### config.mk
export PLATFORM = sky130hd
export DESIGN_NAME = sample_byte_packer_sync
export DESIGN_NICKNAME = d
export VERILOG_FILES = /design/src/sbp_pkg.sv /design/src/sbp_pack.sv /design/src/sample_byte_packer_sync.sv
export SDC_FILE = /design/constraint.sdc
export NUM_CORES = 1
export LEC_CHECK = 0
export ABC_AREA = 1
export BUFFER_PORTS_ARGS = -buffer_cell sky130_fd_sc_hd__buf_2
export CORE_MARGIN = 5
export CORE_UTILIZATION = 48
export CTS_CLUSTER_SIZE = 12
export DETAILED_ROUTE_END_ITERATION = 6
export HOLD_SLACK_MARGIN = 0.03
export MAX_ROUTING_LAYER = met4
export PLACE_DENSITY_LB_ADDON = 0.05
export SETUP_SLACK_MARGIN = 0.3
export SLEW_MARGIN = 20
export SYNTH_ARGS = -nofsm -noshare
export SYNTH_HDL_FRONTEND = slang
export SYNTH_SLANG_ARGS = --single-unit
### constraint.sdc
create_clock -name i_clk -period 4.95 [get_ports i_clk]
set_input_delay 0.7425 -clock i_clk [delete_from_list [all_inputs] [get_ports i_clk]]
set_output_delay 0.7425 -clock i_clk [all_outputs]
set_load 0.1 [all_outputs]
### src/sbp_pkg.sv
// ----------------------------------------------------------------------------
// sbp_pkg - shared types and constants for the sample byte packer
// Holds the packer state, result slot types and fixed codes used by the
// packing logic and the top level.
// ----------------------------------------------------------------------------
package sbp_pkg;

    localparam int CARRY_W    = 7;
    localparam int COUNT_W    = 3;
    localparam int BSS_W      = 16;
    localparam int SLOT_COUNT = 3;

    // command codes
    localparam logic CMD_ENCODE = 1'b0;
    localparam logic CMD_START  = 1'b1;

    // configuration register indexes
    localparam logic CFG_SYNC_BYTE   = 1'b0;
    localparam logic CFG_SYNC_PERIOD = 1'b1;

    localparam logic [7:0]  SYNC_BYTE_RESET   = 8'hFF;
    localparam logic [15:0] SYNC_PERIOD_RESET = 16'd64;

    // escape masks: top bit of a byte, and the mask for the lowest bit (8 - 1)
    localparam logic [7:0] TOP_BIT       = 8'h80;
    localparam int         FULL_BYTE_LSB = 8 - 1;
    localparam logic [7:0] LSB_MASK      = TOP_BIT >> FULL_BYTE_LSB;

    typedef struct packed {
        logic [CARRY_W-1:0] carry_bits;
        logic [COUNT_W-1:0] carry_count;
        logic [BSS_W-1:0]   bytes_since_sync;
    } t_state;

    typedef struct packed {
        logic [7:0] data;
        logic       is_sync;
    } t_slot;

    // all results caused by one input transfer
    typedef struct packed {
        t_slot [SLOT_COUNT-1:0] slot;
        logic  [1:0]            count;
    } t_batch;

endpackage

### src/sbp_pack.sv
// ----------------------------------------------------------------------------
// sbp_pack - single-pass packing logic
// Splits carried bits plus one sample into bytes, escapes sync look-alikes,
// decides on a trailing sync byte and computes the next packer state.
// ----------------------------------------------------------------------------
module sbp_pack #(
    parameter int SAMPLE_BITS = 12
) (
    input  logic                   i_command,
    input  logic [SAMPLE_BITS-1:0] i_sample_value,
    input  logic [7:0]             i_sync_byte,
    input  logic [15:0]            i_sync_period,
    input  sbp_pkg::t_state        i_state,
    output sbp_pkg::t_state        o_state,
    output sbp_pkg::t_batch        o_batch
);
    import sbp_pkg::*;

    localparam int ACC_W = SAMPLE_BITS + CARRY_W;
    localparam int TOT_W = $clog2(SAMPLE_BITS + 8);

    logic [CARRY_W-1:0] kept;
    logic [ACC_W-1:0]   acc;
    logic [TOT_W-1:0]   total;
    logic [TOT_W-1:0]   sh0;
    logic [TOT_W-1:0]   sh1;
    logic [1:0]         nbytes;
    logic [2:0]         rem;
    logic [7:0]         byte0;
    logic [7:0]         byte1;
    logic [7:0]         flip0;
    logic [7:0]         d0;
    logic [7:0]         d1;
    logic [BSS_W:0]     sum;
    logic [BSS_W-1:0]   bss_new;
    logic [BSS_W-1:0]   period_eff;
    logic               sync_hit;
    t_slot              sync_slot;

    assign kept  = i_state.carry_bits & ~({CARRY_W{1'b1}} << i_state.carry_count);
    assign acc   = {kept, i_sample_value};
    assign total = TOT_W'(i_state.carry_count) + TOT_W'(SAMPLE_BITS);
    assign sh0   = total - TOT_W'(8);
    assign sh1   = sh0 - TOT_W'(8);
    assign nbytes = 2'(total >> 3);
    assign rem    = total[2:0];

    assign byte0 = 8'(acc >> sh0);
    assign byte1 = 8'(acc >> sh1);

    // first byte starting with k carried bits flips bit 7-k, others bit 0
    assign flip0 = (i_state.carry_count != '0) ? (TOP_BIT >> i_state.carry_count)
                                               : LSB_MASK;
    assign d0 = (byte0 == i_sync_byte) ? (byte0 ^ flip0) : byte0;
    assign d1 = (byte1 == i_sync_byte) ? (byte1 ^ LSB_MASK) : byte1;

    // saturating byte count
    assign sum        = {1'b0, i_state.bytes_since_sync} + (BSS_W+1)'(nbytes);
    assign bss_new    = sum[BSS_W] ? {BSS_W{1'b1}} : sum[BSS_W-1:0];
    assign period_eff = (i_sync_period == '0) ? BSS_W'(1) : i_sync_period;
    assign sync_hit   = (rem == 3'd0) &&
                        (({1'b0, bss_new} + (BSS_W+1)'(1)) >= {1'b0, period_eff});

    assign sync_slot.data    = i_sync_byte;
    assign sync_slot.is_sync = 1'b1;

    always_comb begin
        o_batch.slot[0]         = '{data: d0, is_sync: 1'b0};
        o_batch.slot[1]         = '{data: d1, is_sync: 1'b0};
        o_batch.slot[2]         = sync_slot;
        o_batch.count           = nbytes + 2'(sync_hit);
        o_state.carry_count     = rem;
        o_state.carry_bits      = CARRY_W'(acc) & ~({CARRY_W{1'b1}} << rem);
        o_state.bytes_since_sync = sync_hit ? '0 : bss_new;
        if (nbytes == 2'd1) begin
            o_batch.slot[1] = sync_slot;
        end
        if (i_command == CMD_START) begin
            o_batch.slot[0] = sync_slot;
            o_batch.count   = 2'd1;
            o_state         = '0;
        end
    end

endmodule

### src/sample_byte_packer_sync.sv
// ----------------------------------------------------------------------------
// sample_byte_packer_sync - sample to byte stream packer with sync insertion
// Packs fixed-width samples MSB first into bytes and inserts sync markers.
//   Input channel (i_in_valid / o_in_stall) carries a command and a sample.
//   Command encode appends the sample to the carried bits; every full byte
//   is sent, sync look-alikes get one bit inverted, and a sync byte follows
//   when the sample ends on a byte boundary and the period is reached.
//   Command start sends one sync byte and drops carried bits.
//   Output channel (o_out_valid / i_out_stall) moves one byte per transfer,
//   with o_is_sync on markers and o_last on the final byte of an input.
//   Results are registered and appear in the cycle after the input transfer.
//   Throughput: an input transfer yields 0 to 3 bytes, and the output drains
//   one byte per cycle while i_out_stall is low, over a single byte lane.
//   A new input is taken in the same cycle the last byte of the previous
//   one leaves.
//   Reset clears carried bits, the byte count and the result queue, and
//   loads the sync byte 0xFF and period 64. A stalled receiver holds the
//   current byte; the input stalls once the queue cannot be emptied.
//   Configuration writes are to be made only while the block is idle.
// ----------------------------------------------------------------------------
module sample_byte_packer_sync #(
    parameter int SAMPLE_BITS = 12
) (
    input  logic                   i_clk,
    input  logic                   i_rst_n,
    // configuration write port
    input  logic                   i_cfg_we,
    input  logic                   i_cfg_index,
    input  logic [15:0]            i_cfg_data,
    // input channel
    input  logic                   i_in_valid,
    output logic                   o_in_stall,
    input  logic                   i_command,
    input  logic [SAMPLE_BITS-1:0] i_sample_value,
    // output channel
    output logic                   o_out_valid,
    input  logic                   i_out_stall,
    output logic [7:0]             o_out_byte,
    output logic                   o_is_sync,
    output logic                   o_last
);
    import sbp_pkg::*;

    logic [7:0]  r_sync_byte;
    logic [15:0] r_sync_period;
    t_state      r_state;
    t_state      n_state;
    t_batch      batch;

    // result queue: slot 0 is the head, shifted down on each output transfer
    t_slot [SLOT_COUNT-1:0] r_slot;
    t_slot [SLOT_COUNT-1:0] n_slot;
    logic  [1:0]            r_count;
    logic  [1:0]            n_count;

    logic in_xfer;
    logic out_xfer;

    sbp_pack #(
        .SAMPLE_BITS(SAMPLE_BITS)
    ) u_pack (
        .i_command     (i_command),
        .i_sample_value(i_sample_value),
        .i_sync_byte   (r_sync_byte),
        .i_sync_period (r_sync_period),
        .i_state       (r_state),
        .o_state       (n_state),
        .o_batch       (batch)
    );

    assign o_out_valid = (r_count != 2'd0);
    assign out_xfer    = o_out_valid && !i_out_stall;
    // accept when the queue is empty or its last byte leaves this cycle
    assign o_in_stall  = (r_count > 2'd1) || ((r_count == 2'd1) && i_out_stall);
    assign in_xfer     = i_in_valid && !o_in_stall;

    assign o_out_byte = r_slot[0].data;
    assign o_is_sync  = r_slot[0].is_sync;
    assign o_last     = (r_count == 2'd1);

    always_comb begin
        n_slot  = r_slot;
        n_count = r_count;
        if (in_xfer) begin
            n_slot  = batch.slot;
            n_count = batch.count;
        end else if (out_xfer) begin
            n_slot[0] = r_slot[1];
            n_slot[1] = r_slot[2];
            n_count   = r_count - 2'd1;
        end
    end

    always_ff @(posedge i_clk) begin
        if (!i_rst_n) begin
            r_state       <= '0;
            r_count       <= 2'd0;
            r_sync_byte   <= SYNC_BYTE_RESET;
            r_sync_period <= SYNC_PERIOD_RESET;
        end else begin
            r_count <= n_count;
            if (in_xfer) begin
                r_state <= n_state;
            end
            if (i_cfg_we) begin
                unique case (i_cfg_index)
                    CFG_SYNC_BYTE:   r_sync_byte   <= i_cfg_data[7:0];
                    CFG_SYNC_PERIOD: r_sync_period <= i_cfg_data;
                    default:         r_sync_period <= r_sync_period;
                endcase
            end
        end
    end

    // payload slots carry no reset
    always_ff @(posedge i_clk) begin
        r_slot <= n_slot;
    end

endmodule

==> results of run 1 <==
cells by family after synthesis:
logic type	after synthesis	share of synthesized area
simple gates	302	0.285
buf+inv	110	0.0985
compound gates	109	0.131
flops	73	0.368
xor+xnor	29	0.0543
fa+ha+maj	23	0.0632
what timing repair did:
action                                 CTS  global route
buffers inserted                         0             4
setup endpoints to repair                0             2
endpoints found under the hold margin    0             0
resized for setup                        0             6
critical path: cells and delay by family, from the launching register on:
kind	cells	cell delay, ns
compound gates	3	0.38
fa+ha+maj	5	1.27
simple gates	16	1.66
buf+inv	4	0.30
flops	1	0.33
xor+xnor	1	0.21
metal layers:
metal  GRT usage  up-vias  wire length, microns
met5           -        -                     0
met4      0.0559        0                   138
met3      0.0255       13                   632
met2       0.295       96                  4870
met1       0.295     1866                  5630
li1            -     2149                     -
metrics by stage:
| stage | utilization | cell area [sq um] |
|---|---|---|
| after floorplan | - | 4670 |
| after global placement | 0.513 | 4950 |
| after detailed placement | 0.513 | 4950 |
| after CTS | 0.532 | 5130 |
| after global routing | 0.539 | 5200 |
| final | 0.539 | 5200 |
flip-flops by register name, summed over array words and instances (netlist names):
| register | cells |
|---|---|
| r_state | 21 |
| r_sync_byte | 8 |
| r_sync_period | 16 |
| o_out_byte | 8 |
| r_slot | 17 |
| o_is_sync | 1 |
| r_count | 2 |
path summary, 6_finish.rpt:
path | endpoint | slack [ns] | depth (start not counted)
setup / recovery | r_count[0] | 0.72 | 29
hold / removal | r_slot[26] | 0.44 | 0
setup reg to reg | r_count[0] | 0.72 | 29
hold reg to reg | r_slot[26] | 0.44 | 0
placed cells by master (no fill, tap or decap), drive strengths merged, types with 2 or more instances in the layout:
cell type  Yosys  layout
or2            2       2
clkinvlp       0       2
clkinv         1       2
a21oi         46      46
dfxtp         47      47
nand2        192     192
inv           79      83
xor2          24      24
nor4           4       4
buf           14      54
ha            22      22
o211ai        13      13
nand3         26      26
o21ai         39      39
edfxtp        26      26
o221ai         3       3
a22oi          2       2
clkbuf        16       9
xnor2          5       5
nand4          3       3
nand3b         2       2
nor2          62      62
nor3          11      11
where the power goes:
part           internal, mW  switching [mW]
logic                 0.130           0.451
registers             0.710          0.0252
clock network         0.192           0.262
total                  1.03           0.737
layout make-up:
cell class                      count  area, sq um
Clock buffer                        9          124
Clock inverter                      7         61.3
Fill cell                         985         4440
Inverter                           80          303
Multi-Input combinational cell    463         2530
Sequential cell                    73         1720
Tap cell                          133          166
Timing Repair Buffer               54          290
==> results.yml, run 1 <==
clock_network:
  cts-htree-levels: 3
  cts_buffer_depth: 2
  cts_hold_buffers: 0
  root_buffer: "clkbuf_8"
  cts_tree: "done"
  clk_latency_ns: 0.35
  cts_num_sinks: 73
  cts_made_buffers: 9
  path_clk_slew_ns: 0.09
synth:
  async_flop_share: 0
  synth_edf_count: 26
  synthTopCellsByArea: "dfxtp_1 (20%), edfxtp_1 (17%), nand2_1 (15%)"
  yosys.area.top_type_share: 0.201
  yosysTopAreaCell: "dfxtp_1"
  synth-main-ff-cell: "dfxtp_1"
  yosys_warnings: 0
  ys_seq_area_frac: 0.368
  synth.avg_cell_area_sq_um: 7.23
  synthCells: 646
  yosysMostFrequentCell: "nand2_1"
  ys_ff_latch: 73
  synth_common_cells: "nand2_1 (185), inv_1 (77), nor2_1 (55), dfxtp_1 (47), a21oi_1 (46)"
  syn_area_sq_mm: 0.00467
  syn-num-nets: 704
  yosysUniqueCellTypes: 43
worst_setup_path:
  crit_path_end_kind: "register"
  critical_path_class: "register to register"
  startpoint: "r_state[18]"
  slowest_stage: "fa_2"
  start_kind: "register"
  r2r-start: "r_state[18]"
  max_stage_delay_ns: 0.38
  critPathArrivalTime_ns: 4.51
  critPathMaxFanout: 8
  required_ns: 5.23
final_layout:
  drive_gt1_frac: 0.150
  antenna_cells: 0
  syn2layout_area_growth_pct: 11.2
  nets: 739
  fin_cells: 819
detailed_routing:
  routedWlPerCell_microns: 13.8
  drcViolationCount: 0
  vias: 4124
  drt_iter0_drc: 195
  postRouteAntennaNets: 0
  firstDrtPassIters: 5
  finalWirelength_microns: 11300
  via_per_inst: 5.04
power_and_ir_drop:
  leakage_nw: 2.33
  p_per_area_mw_per_mm2: 340
  power_mw: 1.77
  vdd_drop_max_uv: 213
place:
  place_inst: 799
  routabilityCongestion: 0.899
  dp_slack_ns: 0.399
  hpwl_microns: 8370
  numPortBuffers: 46
job:
  cap_viol_max_count: 0
die:
  dieWidth_microns: 109
  initial_utilization: 0.485
  num_rows: 36
  core_area_sq_mm: 0.00964
  dieArea_sq_mm: 0.0118
  die_y_microns: 109
  num_io_pins: 47
sta:
  slew-limit-headroom: 0.447
  slew_viol_final: 0
  finClkSkew_ns: 0.0100
  min_period_ns: 4.23
  tns_ns: 0
  worst_pin_slew_ns: 0.829
  hold_viol_final: 0
  rsz0062_at_grt: "false"
  setup_viol: 0
  timing.final.ws_setup_ns: 0.718
  holdWs_ns: 0.436
  post-route-period-util: 0.855
  max_freq_mhz: 236
global_routing:
  first_global_vias: 3764
  antenna_found_initial: 0
  grt_start_max_net_pins: 44
  grt-ovfl-total: 0
  track_usage: 0.202
  grt_pass1_wl_microns: 18300
hold_path:
  hp-start: "r_sync_byte[7]"
  min_path_type: "register to register"
status:
  status: "finished, final reports clean"
No activity file was read; power rests on OpenSTA's default activity.
==> run 2: changes to the inputs <==
- REMOVE_ABC_BUFFERS: default -> 1
==> run 2 against run 1 <==
- first-iteration DRC count grew 15%
- routed wire length increased by 0.76%
- worst hold slack got worse by 0.0033 ns
- worst setup slack worse by 0.017 ns
- largest cell class unchanged
- highest routed layer unchanged
==> results.yml, run 2 (synthesis results as in run 1) <==
final_layout:
  antenna_cells: 0
  final_cell_mix: "nand2_1 (185), inv_1 (77), nor2_1 (54)"
  largest_reg_flops: 21
  top_register: "r_state"
  final_common_cell: "nand2_1"
  reg_top3: "r_state x21, r_slot x17, r_sync_period x16"
  fin_cells: 820
  fin_util: 0.544
  syn2layout_area_growth_pct: 12.3
  drive_gt1_frac: 0.148
  nets: 740
power_and_ir_drop:
  pwr-share-clk: 0.267
  p_int_mw: 1.09
  leakage_nw: 2.35
  switching_power_mw: 0.710
  combPwrFrac: 0.324
  seqPwrFrac: 0.408
  p_per_area_mw_per_mm2: 342
  vdd_drop_max_uv: 263
  power_mw: 1.80
  switching_share: 0.396
place:
  routabilityCongestion: 0.864
  hpwl_microns: 8220
  place_inst: 799
  dp_slack_ns: 0.438
  numPortBuffers: 46
worst_setup_path:
  critical_path_class: "register to register"
  regToRegEndpoint: "r_count[0]"
  r2r-start: "r_state[18]"
  max_stage_delay_ns: 0.38
  critPathArrivalTime_ns: 4.47
  start_kind: "register"
  critPathMaxFanout: 7
  r2r_setup_slack_ns: 0.70
  reg2regPathDepth: 30
  slowest_stage: "fa_2"
  critPathMostFrequentCell: "nand2_1"
  required_ns: 5.17
  crit_path_end_kind: "register"
sta:
  slew-limit-headroom: 0.283
  hold_viol_final: 0
  post-route-period-util: 0.858
  tns_ns: 0
  min_period_ns: 4.25
  worst_pin_slew_ns: 1.07
  slew_viol_final: 0
  timing.final.ws_setup_ns: 0.702
  rsz0062_at_grt: "false"
  setup_viol: 0
  max_freq_mhz: 235
  finClkSkew_ns: 0.00737
clock_network:
  cts_tree: "done"
  cts_num_sinks: 73
  cts_hold_buffers: 0
  cts_made_buffers: 9
  path_clk_slew_ns: 0.08
  clk_latency_ns: 0.36
  cts_buffer_depth: 2
  root_buffer: "clkbuf_8"
  cts-htree-levels: 3
global_routing:
  grt_start_max_net_pins: 44
  grt-ovfl-total: 0
  antenna_found_initial: 0
  track_usage: 0.211
  grt_pass1_wl_microns: 18900
  first_global_vias: 3912
die:
  die_y_microns: 109
  num_rows: 36
  initial_utilization: 0.485
  num_io_pins: 47
  dieArea_sq_mm: 0.0118
  dieWidth_microns: 109
  core_area_sq_mm: 0.00964
hold_path:
  holdPathStages: 0
  min_to: "r_slot[26]"
  min_path_type: "register to register"
  hp-start: "r_sync_byte[7]"
detailed_routing:
  drt_iter0_drc: 225
  routedWlPerCell_microns: 13.9
  vias: 4148
  drcViolationCount: 0
  finalWirelength_microns: 11400
  via_per_inst: 5.06
  postRouteAntennaNets: 0
  firstDrtPassIters: 5
job:
  cap_viol_max_count: 0
status:
  status: "finished, final reports clean"
## run 2: layout make-up
| cell class | count | area [sq um] |
|---|---|---|
| Fill cell | 981 | 4390 |
| Multi-Input combinational cell | 463 | 2540 |
| Sequential cell | 73 | 1720 |
| Timing Repair Buffer | 55 | 323 |
| Inverter | 80 | 303 |
| Tap cell | 133 | 166 |
| Clock buffer | 11 | 141 |
| Clock inverter | 5 | 53.8 |
## run 2: per-stage QoR
stage | hold WS (ns) | cell area (sq um)
2_1_floorplan | 0.408 | 4520
3_3_place_gp | 0.411 | 4950
3_5_place_dp | 0.414 | 4950
4_1_cts | 0.433 | 5140
5_1_grt | 0.442 | 5250
6_report | 0.433 | 5250
## run 2: per-layer routing
| metal | vias up | share of wire | GRT usage |
|---|---|---|---|
| met3 | 14 | 0.045 | 0.0367 |
| li1 | 2158 | - | - |
| met5 | - | 0 | - |
| met4 | 0 | 0.012 | 0.0640 |
| met2 | 94 | 0.44 | 0.312 |
| met1 | 1882 | 0.50 | 0.295 |
## run 2: how the worst max path moves through the flow
stage | slack [ns] | cells after the start | to | startpoint
floorplan | -0.83 | 8 | r_count[0] | r_count[1]
global placement | 0.61 | 30 | r_count[0] | r_state[18]
detailed placement | 0.44 | 29 | r_count[0] | r_state[18]
CTS | 0.36 | 30 | r_count[0] | r_state[18]
global route | 0.30 | 28 | r_count[0] | r_state[18]
finish | 0.70 | 30 | r_count[0] | r_state[18]
## run 2: power by group through the flow
stage	registers, mW	logic, mW	clock network [mW]
finish	0.733	0.582	0.480
global route	0.741	0.640	0.528
CTS	0.734	0.577	0.489
detailed placement	0.748	0.574	0
global placement	0.746	0.572	0
floorplan	0.911	0.282	0
## run 2: what timing repair did
item	in CTS	in global routing
resized for setup	0	8
setup buffers	0	5
endpoints found under the setup margin	0	2
hold endpoints to repair	0	0
## run 2: worst max-delay path, delay by kind of cell, from the launching register on
kind	cells	cell delay [ns]
buffers and inverters	5	0.38
AOI/OAI and AO/OA	2	0.22
DFF	1	0.32
xor gates and xnor gates	1	0.16
adders and majority gates	5	1.35
and+or+nand+nor	17	1.69
